**config.mk**
```make
export PLATFORM = sky130hd
export DESIGN_NAME = lsmc_ctrl
export DESIGN_NICKNAME = d
export VERILOG_FILES = /design/src/rtl/lsmc_pkg.sv /design/src/rtl/lsmc_ctrl.sv
export SDC_FILE = /design/constraint.sdc
export NUM_CORES = 1
export LEC_CHECK = 0
export BUFFER_PORTS_ARGS = -buffer_cell sky130_fd_sc_hd__buf_2
export CAP_MARGIN = 5
export CORE_MARGIN = 3
export CORE_UTILIZATION = 55
export DETAILED_ROUTE_END_ITERATION = 16
export GPL_TIMING_DRIVEN = 0
export PLACE_DENSITY_LB_ADDON = 0.3
export SYNTH_ARGS = -nofsm -noshare
export SYNTH_HDL_FRONTEND = slang
export SYNTH_SLANG_ARGS = --single-unit
```
**constraint.sdc**
```tcl
create_clock -name aclk -period 3.48 [get_ports aclk]
set_input_delay 0.696 -clock aclk [delete_from_list [all_inputs] [get_ports aclk]]
set_output_delay 0.696 -clock aclk [all_outputs]
set_load 0.01 [all_outputs]
```
**src/rtl/lsmc_pkg.sv**
```systemverilog
// shared types, codes and constant tables of the level-set mean-curvature engine
`default_nettype none

package lsmc_pkg;

    // operation codes of an input item
    localparam logic OP_WRITE   = 1'b0;
    localparam logic OP_COMPUTE = 1'b1;

    // configuration register indexes
    localparam logic [1:0] CFG_SIZE_X = 2'd0;
    localparam logic [1:0] CFG_SIZE_Y = 2'd1;
    localparam logic [1:0] CFG_SIZE_Z = 2'd2;

    // neighborhood reads, in issue order
    localparam int RD_COUNT = 19;
    localparam logic [4:0] RD_C      = 5'd0;
    localparam logic [4:0] RD_XM     = 5'd1;
    localparam logic [4:0] RD_XP     = 5'd2;
    localparam logic [4:0] RD_YM     = 5'd3;
    localparam logic [4:0] RD_YP     = 5'd4;
    localparam logic [4:0] RD_ZM     = 5'd5;
    localparam logic [4:0] RD_ZP     = 5'd6;
    localparam logic [4:0] RD_XY_MM  = 5'd7;
    localparam logic [4:0] RD_XY_PP  = 5'd8;
    localparam logic [4:0] RD_XY_PM  = 5'd9;
    localparam logic [4:0] RD_XY_MP  = 5'd10;
    localparam logic [4:0] RD_XZ_MM  = 5'd11;
    localparam logic [4:0] RD_XZ_PP  = 5'd12;
    localparam logic [4:0] RD_XZ_PM  = 5'd13;
    localparam logic [4:0] RD_XZ_MP  = 5'd14;
    localparam logic [4:0] RD_YZ_MM  = 5'd15;
    localparam logic [4:0] RD_YZ_PP  = 5'd16;
    localparam logic [4:0] RD_YZ_PM  = 5'd17;
    localparam logic [4:0] RD_YZ_MP  = 5'd18;
    localparam logic [4:0] RD_LAST   = 5'd19;

    // multiply sequence: squares, pair products, then numerator terms
    localparam logic [3:0] MOP_SQ_X = 4'd0;
    localparam logic [3:0] MOP_SQ_Y = 4'd1;
    localparam logic [3:0] MOP_SQ_Z = 4'd2;
    localparam logic [3:0] MOP_P_XY = 4'd3;
    localparam logic [3:0] MOP_P_XZ = 4'd4;
    localparam logic [3:0] MOP_P_YZ = 4'd5;
    localparam logic [3:0] MOP_T_X  = 4'd6;
    localparam logic [3:0] MOP_T_Y  = 4'd7;
    localparam logic [3:0] MOP_T_Z  = 4'd8;
    localparam logic [3:0] MOP_C_XY = 4'd9;
    localparam logic [3:0] MOP_C_XZ = 4'd10;
    localparam logic [3:0] MOP_C_YZ = 4'd11;

    // quotient bits of the divider
    localparam int QW = 32;
    localparam logic [4:0] DIV_LAST = 5'd31;

    // digit width of the shared multiplier
    localparam int DIGIT_W = 8;

    typedef enum logic [3:0] {
        ST_IDLE,
        ST_READ,
        ST_DERIV,
        ST_MUL_LOAD,
        ST_MUL_STEP,
        ST_MUL_WB,
        ST_DIV_INIT,
        ST_DIV_STEP,
        ST_DONE
    } lsmc_state_t;

    typedef struct packed {
        logic       mem_write;
        logic       load_item;
        logic       rd_issue;
        logic [4:0] rd_idx;
        logic       deriv;
        logic       mul_load;
        logic       mul_step;
        logic       mul_wb;
        logic [3:0] op_idx;
        logic       div_init;
        logic       div_step;
        logic       out_load;
    } lsmc_cmd_t;

    typedef struct packed {
        logic out_busy;
    } lsmc_stat_t;

    typedef struct packed {
        logic signed [1:0] ox;
        logic signed [1:0] oy;
        logic signed [1:0] oz;
    } lsmc_off_t;

    // voxel offset of each neighborhood read
    function automatic lsmc_off_t rd_offset(input logic [4:0] idx);
        lsmc_off_t o;
        o = '{ox: 2'sd0, oy: 2'sd0, oz: 2'sd0};
        unique case (idx)
            RD_XM:    o.ox = -2'sd1;
            RD_XP:    o.ox = 2'sd1;
            RD_YM:    o.oy = -2'sd1;
            RD_YP:    o.oy = 2'sd1;
            RD_ZM:    o.oz = -2'sd1;
            RD_ZP:    o.oz = 2'sd1;
            RD_XY_MM: begin o.ox = -2'sd1; o.oy = -2'sd1; end
            RD_XY_PP: begin o.ox = 2'sd1;  o.oy = 2'sd1;  end
            RD_XY_PM: begin o.ox = 2'sd1;  o.oy = -2'sd1; end
            RD_XY_MP: begin o.ox = -2'sd1; o.oy = 2'sd1;  end
            RD_XZ_MM: begin o.ox = -2'sd1; o.oz = -2'sd1; end
            RD_XZ_PP: begin o.ox = 2'sd1;  o.oz = 2'sd1;  end
            RD_XZ_PM: begin o.ox = 2'sd1;  o.oz = -2'sd1; end
            RD_XZ_MP: begin o.ox = -2'sd1; o.oz = 2'sd1;  end
            RD_YZ_MM: begin o.oy = -2'sd1; o.oz = -2'sd1; end
            RD_YZ_PP: begin o.oy = 2'sd1;  o.oz = 2'sd1;  end
            RD_YZ_PM: begin o.oy = 2'sd1;  o.oz = -2'sd1; end
            RD_YZ_MP: begin o.oy = -2'sd1; o.oz = 2'sd1;  end
            default:  o = '{ox: 2'sd0, oy: 2'sd0, oz: 2'sd0};
        endcase
        return o;
    endfunction

endpackage

`default_nettype wire

```
**src/rtl/lsmc_ctrl.sv**
```systemverilog
// sequencer for item intake, neighborhood reads, multiply passes and division
`default_nettype none

module lsmc_ctrl
    import lsmc_pkg::*;
#(
    parameter int VALUE_WIDTH = 16
) (
    input  wire logic       aclk,
    input  wire logic       aresetn,
    input  wire logic       s_valid,
    output logic            s_ready,
    input  wire logic       s_operation,
    output lsmc_cmd_t       cmd,
    input  wire lsmc_stat_t stat
);

    localparam int ND  = (VALUE_WIDTH + 1 + DIGIT_W - 1) / DIGIT_W;
    localparam int DGW = (ND > 1) ? $clog2(ND) : 1;

    lsmc_state_t      state_reg, state_next;
    logic [4:0]       rd_cnt_reg, rd_cnt_next;
    logic [3:0]       op_cnt_reg, op_cnt_next;
    logic [DGW-1:0]   dig_cnt_reg, dig_cnt_next;
    logic [4:0]       div_cnt_reg, div_cnt_next;
    logic             accept;

    assign s_ready = (state_reg == ST_IDLE);
    assign accept  = s_valid && s_ready;

    // state and counter registers
    always_ff @(posedge aclk) begin
        if (!aresetn) begin
            state_reg   <= ST_IDLE;
            rd_cnt_reg  <= '0;
            op_cnt_reg  <= '0;
            dig_cnt_reg <= '0;
            div_cnt_reg <= '0;
        end else begin
            state_reg   <= state_next;
            rd_cnt_reg  <= rd_cnt_next;
            op_cnt_reg  <= op_cnt_next;
            dig_cnt_reg <= dig_cnt_next;
            div_cnt_reg <= div_cnt_next;
        end
    end

    // next state
    always_comb begin
        state_next = state_reg;
        unique case (state_reg)
            ST_IDLE:     if (accept && s_operation == OP_COMPUTE) state_next = ST_READ;
            ST_READ:     if (rd_cnt_reg == RD_LAST) state_next = ST_DERIV;
            ST_DERIV:    state_next = ST_MUL_LOAD;
            ST_MUL_LOAD: state_next = ST_MUL_STEP;
            ST_MUL_STEP: if (dig_cnt_reg == DGW'(ND - 1)) state_next = ST_MUL_WB;
            ST_MUL_WB: begin
                if (op_cnt_reg == MOP_C_YZ) state_next = ST_DIV_INIT;
                else                        state_next = ST_MUL_LOAD;
            end
            ST_DIV_INIT: state_next = ST_DIV_STEP;
            ST_DIV_STEP: if (div_cnt_reg == DIV_LAST) state_next = ST_DONE;
            ST_DONE:     if (!stat.out_busy) state_next = ST_IDLE;
            default:     state_next = ST_IDLE;
        endcase
    end

    // counters
    always_comb begin
        rd_cnt_next  = rd_cnt_reg;
        op_cnt_next  = op_cnt_reg;
        dig_cnt_next = dig_cnt_reg;
        div_cnt_next = div_cnt_reg;
        unique case (state_reg)
            ST_IDLE:     rd_cnt_next = '0;
            ST_READ:     rd_cnt_next = rd_cnt_reg + 5'd1;
            ST_DERIV:    op_cnt_next = MOP_SQ_X;
            ST_MUL_LOAD: dig_cnt_next = '0;
            ST_MUL_STEP: dig_cnt_next = dig_cnt_reg + DGW'(1);
            ST_MUL_WB:   op_cnt_next = op_cnt_reg + 4'd1;
            ST_DIV_INIT: div_cnt_next = '0;
            ST_DIV_STEP: div_cnt_next = div_cnt_reg + 5'd1;
            ST_DONE:     rd_cnt_next = '0;
            default:     rd_cnt_next = '0;
        endcase
    end

    // datapath commands
    always_comb begin
        cmd        = '0;
        cmd.rd_idx = rd_cnt_reg;
        cmd.op_idx = op_cnt_reg;
        unique case (state_reg)
            ST_IDLE: begin
                cmd.mem_write = accept && (s_operation == OP_WRITE);
                cmd.load_item = accept && (s_operation == OP_COMPUTE);
            end
            ST_READ:     cmd.rd_issue = (rd_cnt_reg != RD_LAST);
            ST_DERIV:    cmd.deriv    = 1'b1;
            ST_MUL_LOAD: cmd.mul_load = 1'b1;
            ST_MUL_STEP: cmd.mul_step = 1'b1;
            ST_MUL_WB:   cmd.mul_wb   = 1'b1;
            ST_DIV_INIT: cmd.div_init = 1'b1;
            ST_DIV_STEP: cmd.div_step = 1'b1;
            ST_DONE:     cmd.out_load = !stat.out_busy;
            default:     cmd.mem_write = 1'b0;
        endcase
    end

endmodule

`default_nettype wire

```
# Yosys cells after proc, flatten, opt, wreduce, memory -nomap -nowiden
# Index checks and enable logic that the tools add are counted.
# word_totals
output_inout_bits	20
reg_bits	20
# classes
add_sub_neg	4
n_mux	21
bitwise_logic	1
eq_ne	18
n_reduce_logical	10
# op_table
op	n
$pmux 4 s9	1
$mux 4	5
$pmux 5 s2	2
$eq 4x3->1 const B	4
$add 5x1->5 const B	2
$eq 5x5->1 const B	2
$mux 1	10
$eq 4x2->1 const B	2
$eq 4x4->1 const B	2
$ne 2x2->1 const B	4
$pmux 4 s2	1
$reduce_bool 2->1	3
$reduce_or 6->1	1
$ne 5x5->1 const B	1
$reduce_and 5->1	1
$add 4x1->4 const B	1
$eq 4x1->1 const B	1
$logic_not 4->1	1
$pmux 2 s2	1
$logic_and 1x1->1	3
$mux 3	1
$add 2x1->2 const B	1
$eq 2x2->1 const B	1
$ne 2x1->1 const B	1
other kinds (2)	2

# Logic depth before layout (Yosys ltp)
# Gate-level depths: netlist of the first run.
# logic_depth
word_depth	5
mapped_depth	6
mapped_depth_nobuf	6

# Worst setup path before layout of the first run
# OpenSTA, ideal clock, no wires.
# synth_timing
kind	register -> output
start	register rd_cnt_reg[0]
end	output cmd[16] in the netlist's numbering
t_arrival_ps	1386
setup_slack_ps	1398
t_required_ps	2784
path_stages_with_launch	5
path_buffers	0
path_cell_list	dfxtp_1 -> ha_1 -> and4bb_2 -> or3_1 -> nor3_1
# synth_rtl
element	line_no	source
from (decl)	lsmc_ctrl.sv:22	logic [4:0] rd_cnt_reg, rd_cnt_next;
from (signal assigned)	lsmc_ctrl.sv:41	rd_cnt_reg <= rd_cnt_next;
to (decl)	lsmc_ctrl.sv:14	output lsmc_cmd_t cmd,

==> impl_metrics.json, run 1 <==
{
  "nFillCells": 170,
  "status": "finished clean",
  "holdPathStages": 2,
  "die_w_microns": 51.30,
  "grt_pass1_vias": 1044,
  "area_growth_pct": 15.41,
  "antenna_left": 0,
  "postSynthAreaPerCell_sq_um": 8.486,
  "period_needed_ps": 2426,
  "drive_gt1_share_pct": 23.75,
  "dr.pass1.iters": 4,
  "finalSetupViolations": 0,
  "fin_area_sq_um": 1303,
  "antenna_found_initial": 0,
  "grt_overflow": 0,
  "grt_util_met1_pct": 26.25,
  "tightestPinTransition_ps": 561.4,
  "startpoint_type": "register",
  "finalSetupTns_ps": 0,
  "io_buffers": 24,
  "synthesis.area_sq_um": 1129,
  "coreArea_sq_um": 1839,
  "crit_arrival_ps": 1730,
  "hold_path_class": "reg2reg",
  "cap_violations": 0,
  "clockBufferDepth": 2,
  "hold_viol": 0,
  "num_rows": 15,
  "busiest_layer": "met2",
  "post_cts_resize_count": 0,
  "viasPerCell": 5.903,
  "via_count": 1092,
  "grt_setup_unrepaired": "false",
  "period_share_pct": 69.71,
  "synth_seq_cells": 20,
  "yosys_warnings": 0,
  "synth-edff-count": 0,
  "synth_cells": 133,
  "crit_path_end_kind": "output pin",
  "track_usage_pct": 22.01,
  "die_h_microns": 51.30,
  "cellPowerDensity_nw_per_um2": 300.6,
  "routed_wl_microns": 2578,
  "dieArea_sq_um": 2632,
  "gp_congestion": 0.8249,
  "clock-sinks": 20,
  "path_clk_slew_ps": 100,
  "wl_per_cell_microns": 13.94,
  "swShare_pct": 25.33,
  "grt_use_met3_pct": 5.831,
  "start_util_pct": 61.36,
  "reg2reg_to": "state_reg[2]",
  "required_ps": 2780,
  "p_int_w": 0.0002924,
  "worstHoldStart": "div_cnt_reg[4]",
  "maxSlewHeadroom_pct": 62.18,
  "tritoncts": "built",
  "dp_hpwl_microns": 1900,
  "post_dp_cell_area_sq_um": 1280,
  "initialDrtViolationCount": 22,
  "grt_max_degree": 11,
  "clock-root-buffer": "clkbuf_4",
  "ctsHoldBuffers": 0,
  "worst_clock_skew_ps": 7.409,
  "clk_latency_ps": 300,
  "synth_nets": 143,
  "r2r_slack_ps": 1810,
  "use_met2_pct": 39.27,
  "pin_count": 25,
  "hold_path_end": "div_cnt_reg[4]",
  "crit_type": "reg2out",
  "ir_drop_v": 0.0002786,
  "crit-reg2reg-launch": "div_cnt_reg[0]",
  "pwr-share-comb_pct": 12.5,
  "post_cts_buffers": 0,
  "seqPwrFrac_pct": 60.1,
  "seq_area_frac_synth_pct": 35.48,
  "nNetsFinal": 172,
  "cp_max_fo": 4,
  "p_total_w": 0.0003915,
  "synth-main-ff-cell": "dfxtp_1",
  "async_flop_share_pct": 0,
  "drc": 0,
  "power.leakage_nw": 0.6005,
  "fmax_ghz": 0.4122,
  "grt_first_pass_wirelength_microns": 4457,
  "maxSlewViolCount": 0,
  "p_sw_w": 0.00009915,
  "antenna_cells": 0,
  "clkPwrFrac_pct": 27.4,
  "cts_inserted_buffers": 3,
  "synth_cell_types": 44,
  "r2r_cells": 6,
  "htreeDepth": 1
}
cells in the mapped netlist (2+ instances only):
cell type / count / share of area [%]
nor2_1: 15 / 5.0
nor3_1: 4 / 1.8
nand2_1: 9 / 3.0
nor2b_1: 7 / 3.9
and3_1: 4 / 2.2
o21ai_0: 3 / 1.3
a21boi_0: 3 / 2.0
ha_1: 5 / 5.5
xor2_1: 3 / 2.3
a22oi_1: 2 / 1.3
xnor2_1: 2 / 1.6
nand3b_1: 2 / 1.3
dfxtp_1: 20 / 35
or3_1: 2 / 1.1
a21boi_1: 2 / 1.3
o211ai_1: 2 / 1.3
a21oi_1: 3 / 1.3
nand4_1: 3 / 1.7
inv_1: 6 / 2.0
clkbuf_1: 2 / 0.67
o221a_2: 2 / 2.0
a31oi_1: 3 / 1.7
buf_2: 3 / 1.3
mux2i_1: 3 / 2.7
nand3_1: 4 / 1.8
layout make-up:
cell class | instances | area [sq um] | share of cell area [%]
Buffer | 7 | 38.79 | 2.978
Clock buffer | 3 | 22.52 | 1.729
Inverter | 6 | 22.52 | 1.729
Multi-Input combinational cell | 100 | 666.9 | 51.20
Sequential cell | 20 | 400.4 | 30.74
Tap cell | 25 | 31.28 | 2.402
Timing Repair Buffer | 24 | 120.1 | 9.222
metrics by stage:
step / cells / hold WS, ps / util, % / setup WS [ps]
after floorplan: 133 / 445.3 / - / 1398
after global placement: 182 / 455.3 / 69.59 / 1379
after detailed placement: 182 / 461.7 / 69.59 / 1371
after CTS: 185 / 476.6 / 70.82 / 1031
after global routing: 185 / 503.2 / 70.82 / 916.6
final: 185 / 474.6 / 70.82 / 1054
critical path, cell delays in order, from the launching register on:
cell	delay, ps
dfxtp_1	360
ha_1	240
and4bb_2	240
or3_1	320
nor3_1	130
buf_2	150
power groups by stage:
stage / Sequential [W] / Combinational (W) / Clock, W
2_1_floorplan: 0.000240 / 0.0000317 / 0
4_1_cts: 0.000235 / 0.0000490 / 0.000111
5_1_grt: 0.000236 / 0.0000553 / 0.000117
3_5_place_dp: 0.000240 / 0.0000478 / 0
3_3_place_gp: 0.000240 / 0.0000468 / 0
6_report: 0.000235 / 0.0000488 / 0.000107
logic make-up (layout without fill, tap and decap cells):
kind of cell / Yosys count / in the layout / share of synthesized area [%]
and+or+nand+nor: 60 / 60 / 29.71
AOI/OAI and AO/OA: 27 / 27 / 17.29
DFF: 20 / 20 / 35.48
buffers and inverters: 13 / 40 / 5.432
adders and majority gates: 5 / 5 / 5.543
xor gates and xnor gates: 5 / 5 / 3.881
muxes: 3 / 3 / 2.661
worst max path at each step:
stage                     slack, ps       to     startpoint
after detailed placement       1370  cmd[16]  rd_cnt_reg[0]
final                          1050  cmd[16]  rd_cnt_reg[0]
after global placement         1380  cmd[16]  rd_cnt_reg[0]
after floorplan                1400  cmd[16]  rd_cnt_reg[0]
after CTS                      1030  cmd[16]  rd_cnt_reg[0]
after global routing            920  cmd[17]   state_reg[1]
routing by layer:
metal  vias up  share of wire [%]
met1       516                 43
met2        39                 49
met5         -                  0
met4         0                1.0
met3         4                6.6
li1        533                  -
cell usage in the layout, fill, tap and decap left out, types with 2 or more instances in the layout:
cell / count
and3_1: 4
clkbuf_1: 2
mux2i_1: 3
buf_2: 27
ha_1: 5
nand3b_1: 2
a31oi_1: 3
nor3_1: 4
nor2b_1: 7
a21boi_1: 2
a22oi_1: 2
dfxtp_1: 20
a21oi_1: 3
nor2_1: 15
xor2_1: 3
o221a_2: 2
or3_1: 2
a21boi_0: 3
nand4_1: 3
clkbuf_4: 3
o211ai_1: 2
o21ai_0: 3
nand3_1: 4
inv_1: 6
xnor2_1: 2
nand2_1: 9
No activity file was read; power rests on OpenSTA's default activity.
==> run 2, diff against run 1 <==
- CORE_UTILIZATION: 55 -> 47
- clock period: 3.48 -> 2.19 ns (I/O delays scaled with it)
==> run 2 against run 1 <==
  * Wire length rose by 2.3%
  * Clock-buffer cell count up 1
  * Clock skew down 3.2 ps
  * Register-to-register slack got worse by 1300 ps
  * Total power increased by 72%
  * Critical path depth unchanged
  * First-iteration DRC count shrank 55%
  * Via count is 1.4% lower
  * Cell count up 2.2%
  * Largest power group unchanged
  * Highest routed layer unchanged
==> impl_metrics.json, run 2 (same netlist as run 1, synthesis figures left out) <==
{
  "crit_arrival_ps": 1680,
  "pin_count": 25,
  "hold_ws_ps": 425.3,
  "dieArea_sq_um": 3025,
  "coreArea_sq_um": 2255,
  "via_count": 1077,
  "period_share_pct": 96.90,
  "grt_max_degree": 12,
  "final_core_util_pct": 59.77,
  "multi_input_area_sq_um": 690.7,
  "seqCellArea_sq_um": 402.9,
  "viasPerCell": 5.698,
  "tritoncts": "built",
  "start_util_pct": 50.06,
  "initialDrtViolationCount": 10,
  "io_buffers": 24,
  "hold_viol": 0,
  "required_ps": 1750,
  "crit_type": "reg2out",
  "htreeDepth": 1,
  "grt_first_pass_wirelength_microns": 4264,
  "routed_wl_microns": 2637,
  "antenna_found_initial": 0,
  "num_rows": 17,
  "clockBufferDepth": 2,
  "period_needed_ps": 2122,
  "drive_gt1_share_pct": 28.57,
  "clock-root-buffer": "clkbuf_4",
  "dp_hpwl_microns": 2004,
  "startpoint_type": "register",
  "die_w_microns": 55,
  "clock-sinks": 20,
  "antenna_cells": 0,
  "setup_ws_ps": 67.96,
  "tightestPinTransition_ps": 536.3,
  "final_common_cell": "buf_2",
  "ctsHoldBuffers": 0,
  "cellPowerDensity_nw_per_um2": 500.6,
  "nNetsFinal": 172,
  "ir_drop_v": 0.0003431,
  "hold_path_class": "in2reg",
  "dr.pass1.iters": 4,
  "cts_inserted_buffers": 3,
  "fmax_ghz": 0.4712,
  "crit_path_end_kind": "output pin",
  "gp_congestion": 0.9235,
  "grt_pass1_vias": 1012,
  "maxSlewViolCount": 0,
  "drc": 0,
  "track_usage_pct": 19.69,
  "instances_no_fill": 189,
  "cp_max_fo": 4,
  "worst_clock_skew_ps": 4.169,
  "grt_overflow": 0,
  "antenna_left": 0,
  "nFillCells": 231,
  "finalSetupTns_ps": 0,
  "die_h_microns": 55,
  "dp.cells": 185,
  "clk_latency_ps": 310,
  "wl_per_cell_microns": 13.95,
  "final_cell_mix": "buf_2 (27), dfxtp_1 (18), nor2_1 (15)",
  "dp_slack_ps": 330.1,
  "maxSlewHeadroom_pct": 63.87,
  "status": "finished clean",
  "grt_setup_unrepaired": "false",
  "power.leakage_nw": 0.6115,
  "area_growth_pct": 19.40,
  "finalSetupViolations": 0,
  "path_clk_slew_ps": 120,
  "cap_violations": 0
}
==> run 2: cell types whose count changed in the layout (fill, tap and decap cells not counted), sizes merged <==
cell	before	now
clkbuf	6	7
==> run 2: timing repair <==
action | in CTS | in global routing
buffers inserted | 0 | 0
setup endpoints to repair | 1 | 3
gates resized for setup | 2 | 7
==> run 2: through the flow <==
stage | total power (W) | area, sq um
global placement | 0.0004560 | 1284
finish | 0.0006746 | 1348
detailed placement | 0.0004594 | 1284
floorplan | 0.0004323 | 1129
global route | 0.0006989 | 1348
CTS | 0.0006738 | 1326
==> run 2: final timing paths <==
path / start / to / slack [ps] / depth (start not counted)
max: rd_cnt_reg[0] / cmd[16] / 70 / 5
min: aresetn / div_cnt_reg[4] / 430 / 2
max reg2reg: div_cnt_reg[0] / state_reg[2] / 530 / 6
min reg2reg: div_cnt_reg[4] / div_cnt_reg[4] / 480 / 2
==> run 2: critical path, cell delays in order, from the launching register on <==
cell and delay, ps:
dfxtp_2 360, ha_2 190, and4bb_2 240, or3_4 350, nor3_2 100, buf_2 150
==> run 2: per-layer routing <==
metal | vias to the layer above | track usage [%] | share of wire [%]
met4 | 0 | 9.312 | 2.1
met2 | 29 | 33.46 | 48
li1 | 531 | - | -
met3 | 6 | 3.485 | 5.0
met5 | - | 0 | 0
met1 | 511 | 23.86 | 45
==> run 2: where the power goes <==
group          leakage (nW)  switching (W)  internal (W)   total, W
Combinational         0.428      0.0000470     0.0000347  0.0000817
Sequential            0.162     0.00000554      0.000369   0.000374
Clock                0.0210       0.000117      0.000102   0.000219
==> run 2: layout make-up <==
class | instances | area share [%]
plain buffers | 7 | 2.971
clock buffers | 4 | 2.693
inverters | 6 | 1.671
multi-input cells | 100 | 51.25
flip-flops and latches | 20 | 29.90
well taps | 28 | 2.600
repair buffers | 24 | 8.914
==> run 3, diff against run 2 <==
- CELL_PAD_IN_SITES_DETAIL_PLACEMENT: default -> 1
- CELL_PAD_IN_SITES_GLOBAL_PLACEMENT: default -> 1
- CORE_UTILIZATION: 47 -> 35
- SKIP_LAST_GASP: default -> 1
==> run 3 against run 2 <==
  * Clock skew decreased by 1.2 ps
  * Global-route usage decreased by 3.6 points
  * Critical path type unchanged
  * Largest power group unchanged
  * Cell count increased by 7.9%
  * Clock-buffer cell count unchanged
  * First-iteration DRC count increased to 3.0 times the previous value
==> impl_metrics.json, run 3 (same netlist as run 1, synthesis figures left out) <==
{
  "nNetsFinal": 173,
  "tritoncts": "built",
  "nFillCells": 371,
  "cts_inserted_buffers": 3,
  "dp_hpwl_microns": 2419,
  "pin_count": 25,
  "io_buffers": 24,
  "seqCellArea_sq_um": 402.9,
  "dr.pass1.iters": 3,
  "antenna_left": 0,
  "power.leakage_nw": 0.6115,
  "dieArea_sq_um": 3942,
  "coreArea_sq_um": 2900,
  "ir_drop_v": 0.0002756,
  "grt_overflow": 0,
  "grt_pass1_vias": 1124,
  "clockBufferDepth": 2,
  "crit_type": "reg2out",
  "clk_latency_ps": 300,
  "setup_ws_ps": 77.31,
  "antenna_found_initial": 0,
  "routed_wl_microns": 3061,
  "status": "finished clean",
  "grt_max_degree": 12,
  "clock-root-buffer": "clkbuf_4",
  "die_w_microns": 62.79,
  "die_h_microns": 62.79,
  "via_count": 1070,
  "clock-sinks": 20,
  "startpoint_type": "register",
  "required_ps": 1750,
  "initialDrtViolationCount": 30,
  "area_growth_pct": 20.95,
  "track_usage_pct": 16.10,
  "fmax_ghz": 0.4733,
  "drc": 0,
  "grt_first_pass_wirelength_microns": 5181,
  "drive_gt1_share_pct": 28.40,
  "worst_clock_skew_ps": 2.954,
  "hold_ws_ps": 445.5,
  "cellPowerDensity_nw_per_um2": 494.2,
  "instances_no_fill": 204,
  "start_util_pct": 38.91,
  "hold_path_class": "in2reg",
  "antenna_cells": 0,
  "multi_input_area_sq_um": 684.4,
  "maxSlewViolCount": 0,
  "period_share_pct": 96.47,
  "period_needed_ps": 2113,
  "final_cell_mix": "buf_2 (27), dfxtp_1 (18), nor2_1 (15)",
  "finalSetupViolations": 0,
  "viasPerCell": 5.245,
  "wl_per_cell_microns": 15.00,
  "gp_congestion": 0.8160,
  "cp_cell_sequence": "ha_2, and4bb_2, or3_4, nor3_2, buf_2",
  "crit_path_end_kind": "output pin",
  "hold_viol": 0,
  "tightestPinTransition_ps": 519.5,
  "num_rows": 19,
  "crit_arrival_ps": 1670,
  "cpMaxStageDelayCell": "dfxtp_2",
  "slowest_delay_ps": 350,
  "ctsHoldBuffers": 0,
  "dp_slack_ps": 300.2,
  "path_clk_slew_ps": 110,
  "final_common_cell": "buf_2",
  "maxSlewHeadroom_pct": 65.00,
  "dp.cells": 199,
  "p_total_w": 0.0006746,
  "cp_max_fo": 3,
  "cap_violations": 0,
  "htreeDepth": 1
}
## run 3: cell count changes in the layout (fill, tap and decap cells not counted)
cell / change
clkbuf_1: +1
clkbuf_2: -1
buf_4: +1
nor3_2: +1
nor3_4: -1
## run 3: final timing paths
kind	start	to	slack [ps]	cells past startpoint
worst min register to register	div_cnt_reg[4]	div_cnt_reg[4]	490	2
worst max register to register	div_cnt_reg[0]	state_reg[2]	460	6
worst min-delay path	aresetn	div_cnt_reg[4]	450	2
worst max-delay path	rd_cnt_reg[0]	cmd[16]	80	5
## run 3: stage by stage
step	setup TNS [ps]	utilization, %	area (sq um)
final	0	47.07	1365
after global placement	0	44.87	1301
after detailed placement	0	44.87	1301
after CTS	0	46.33	1344
after global routing	-0.9861	47.07	1365
after floorplan	0	-	1129
## run 3: layer usage
metal	up-vias	part of all wire, %	track usage [%]
met3	4	3.4	3.417
met2	17	51	29.43
met1	512	45	18.87
met5	-	0	0
li1	537	-	-
met4	0	0.82	4.132
## run 3: what timing repair did
action	CTS	global route
gates cloned	0	0
setup endpoints to repair	1	3
gates resized for setup	2	4
setup buffers	0	1
pin swaps	0	0
## run 3: worst max-delay path, delay by kind of cell, from the launching register on
| family | cells | cell delay, ps |
|---|---|---|
| adders and majority gates | 1 | 190 |
| and+or+nand+nor | 3 | 690 |
| buffers and inverters | 1 | 160 |
| DFF | 1 | 350 |
## run 3: cell type report
cell class | instances | share of cell area, %
sequential | 20 | 29.51
timing repair buffer | 25 | 9.349
buffer | 7 | 2.841
inverter | 6 | 1.650
tap | 42 | 3.850
multi-input combinational | 100 | 50.14
clock buffer | 4 | 2.658
## run 3: power by group
group / switching [W] / leakage, nW / internal (W)
clock: 0.000113 / 0.0210 / 0.000101
sequential: 0.00000495 / 0.162 / 0.000369
combinational: 0.0000505 / 0.428 / 0.0000357
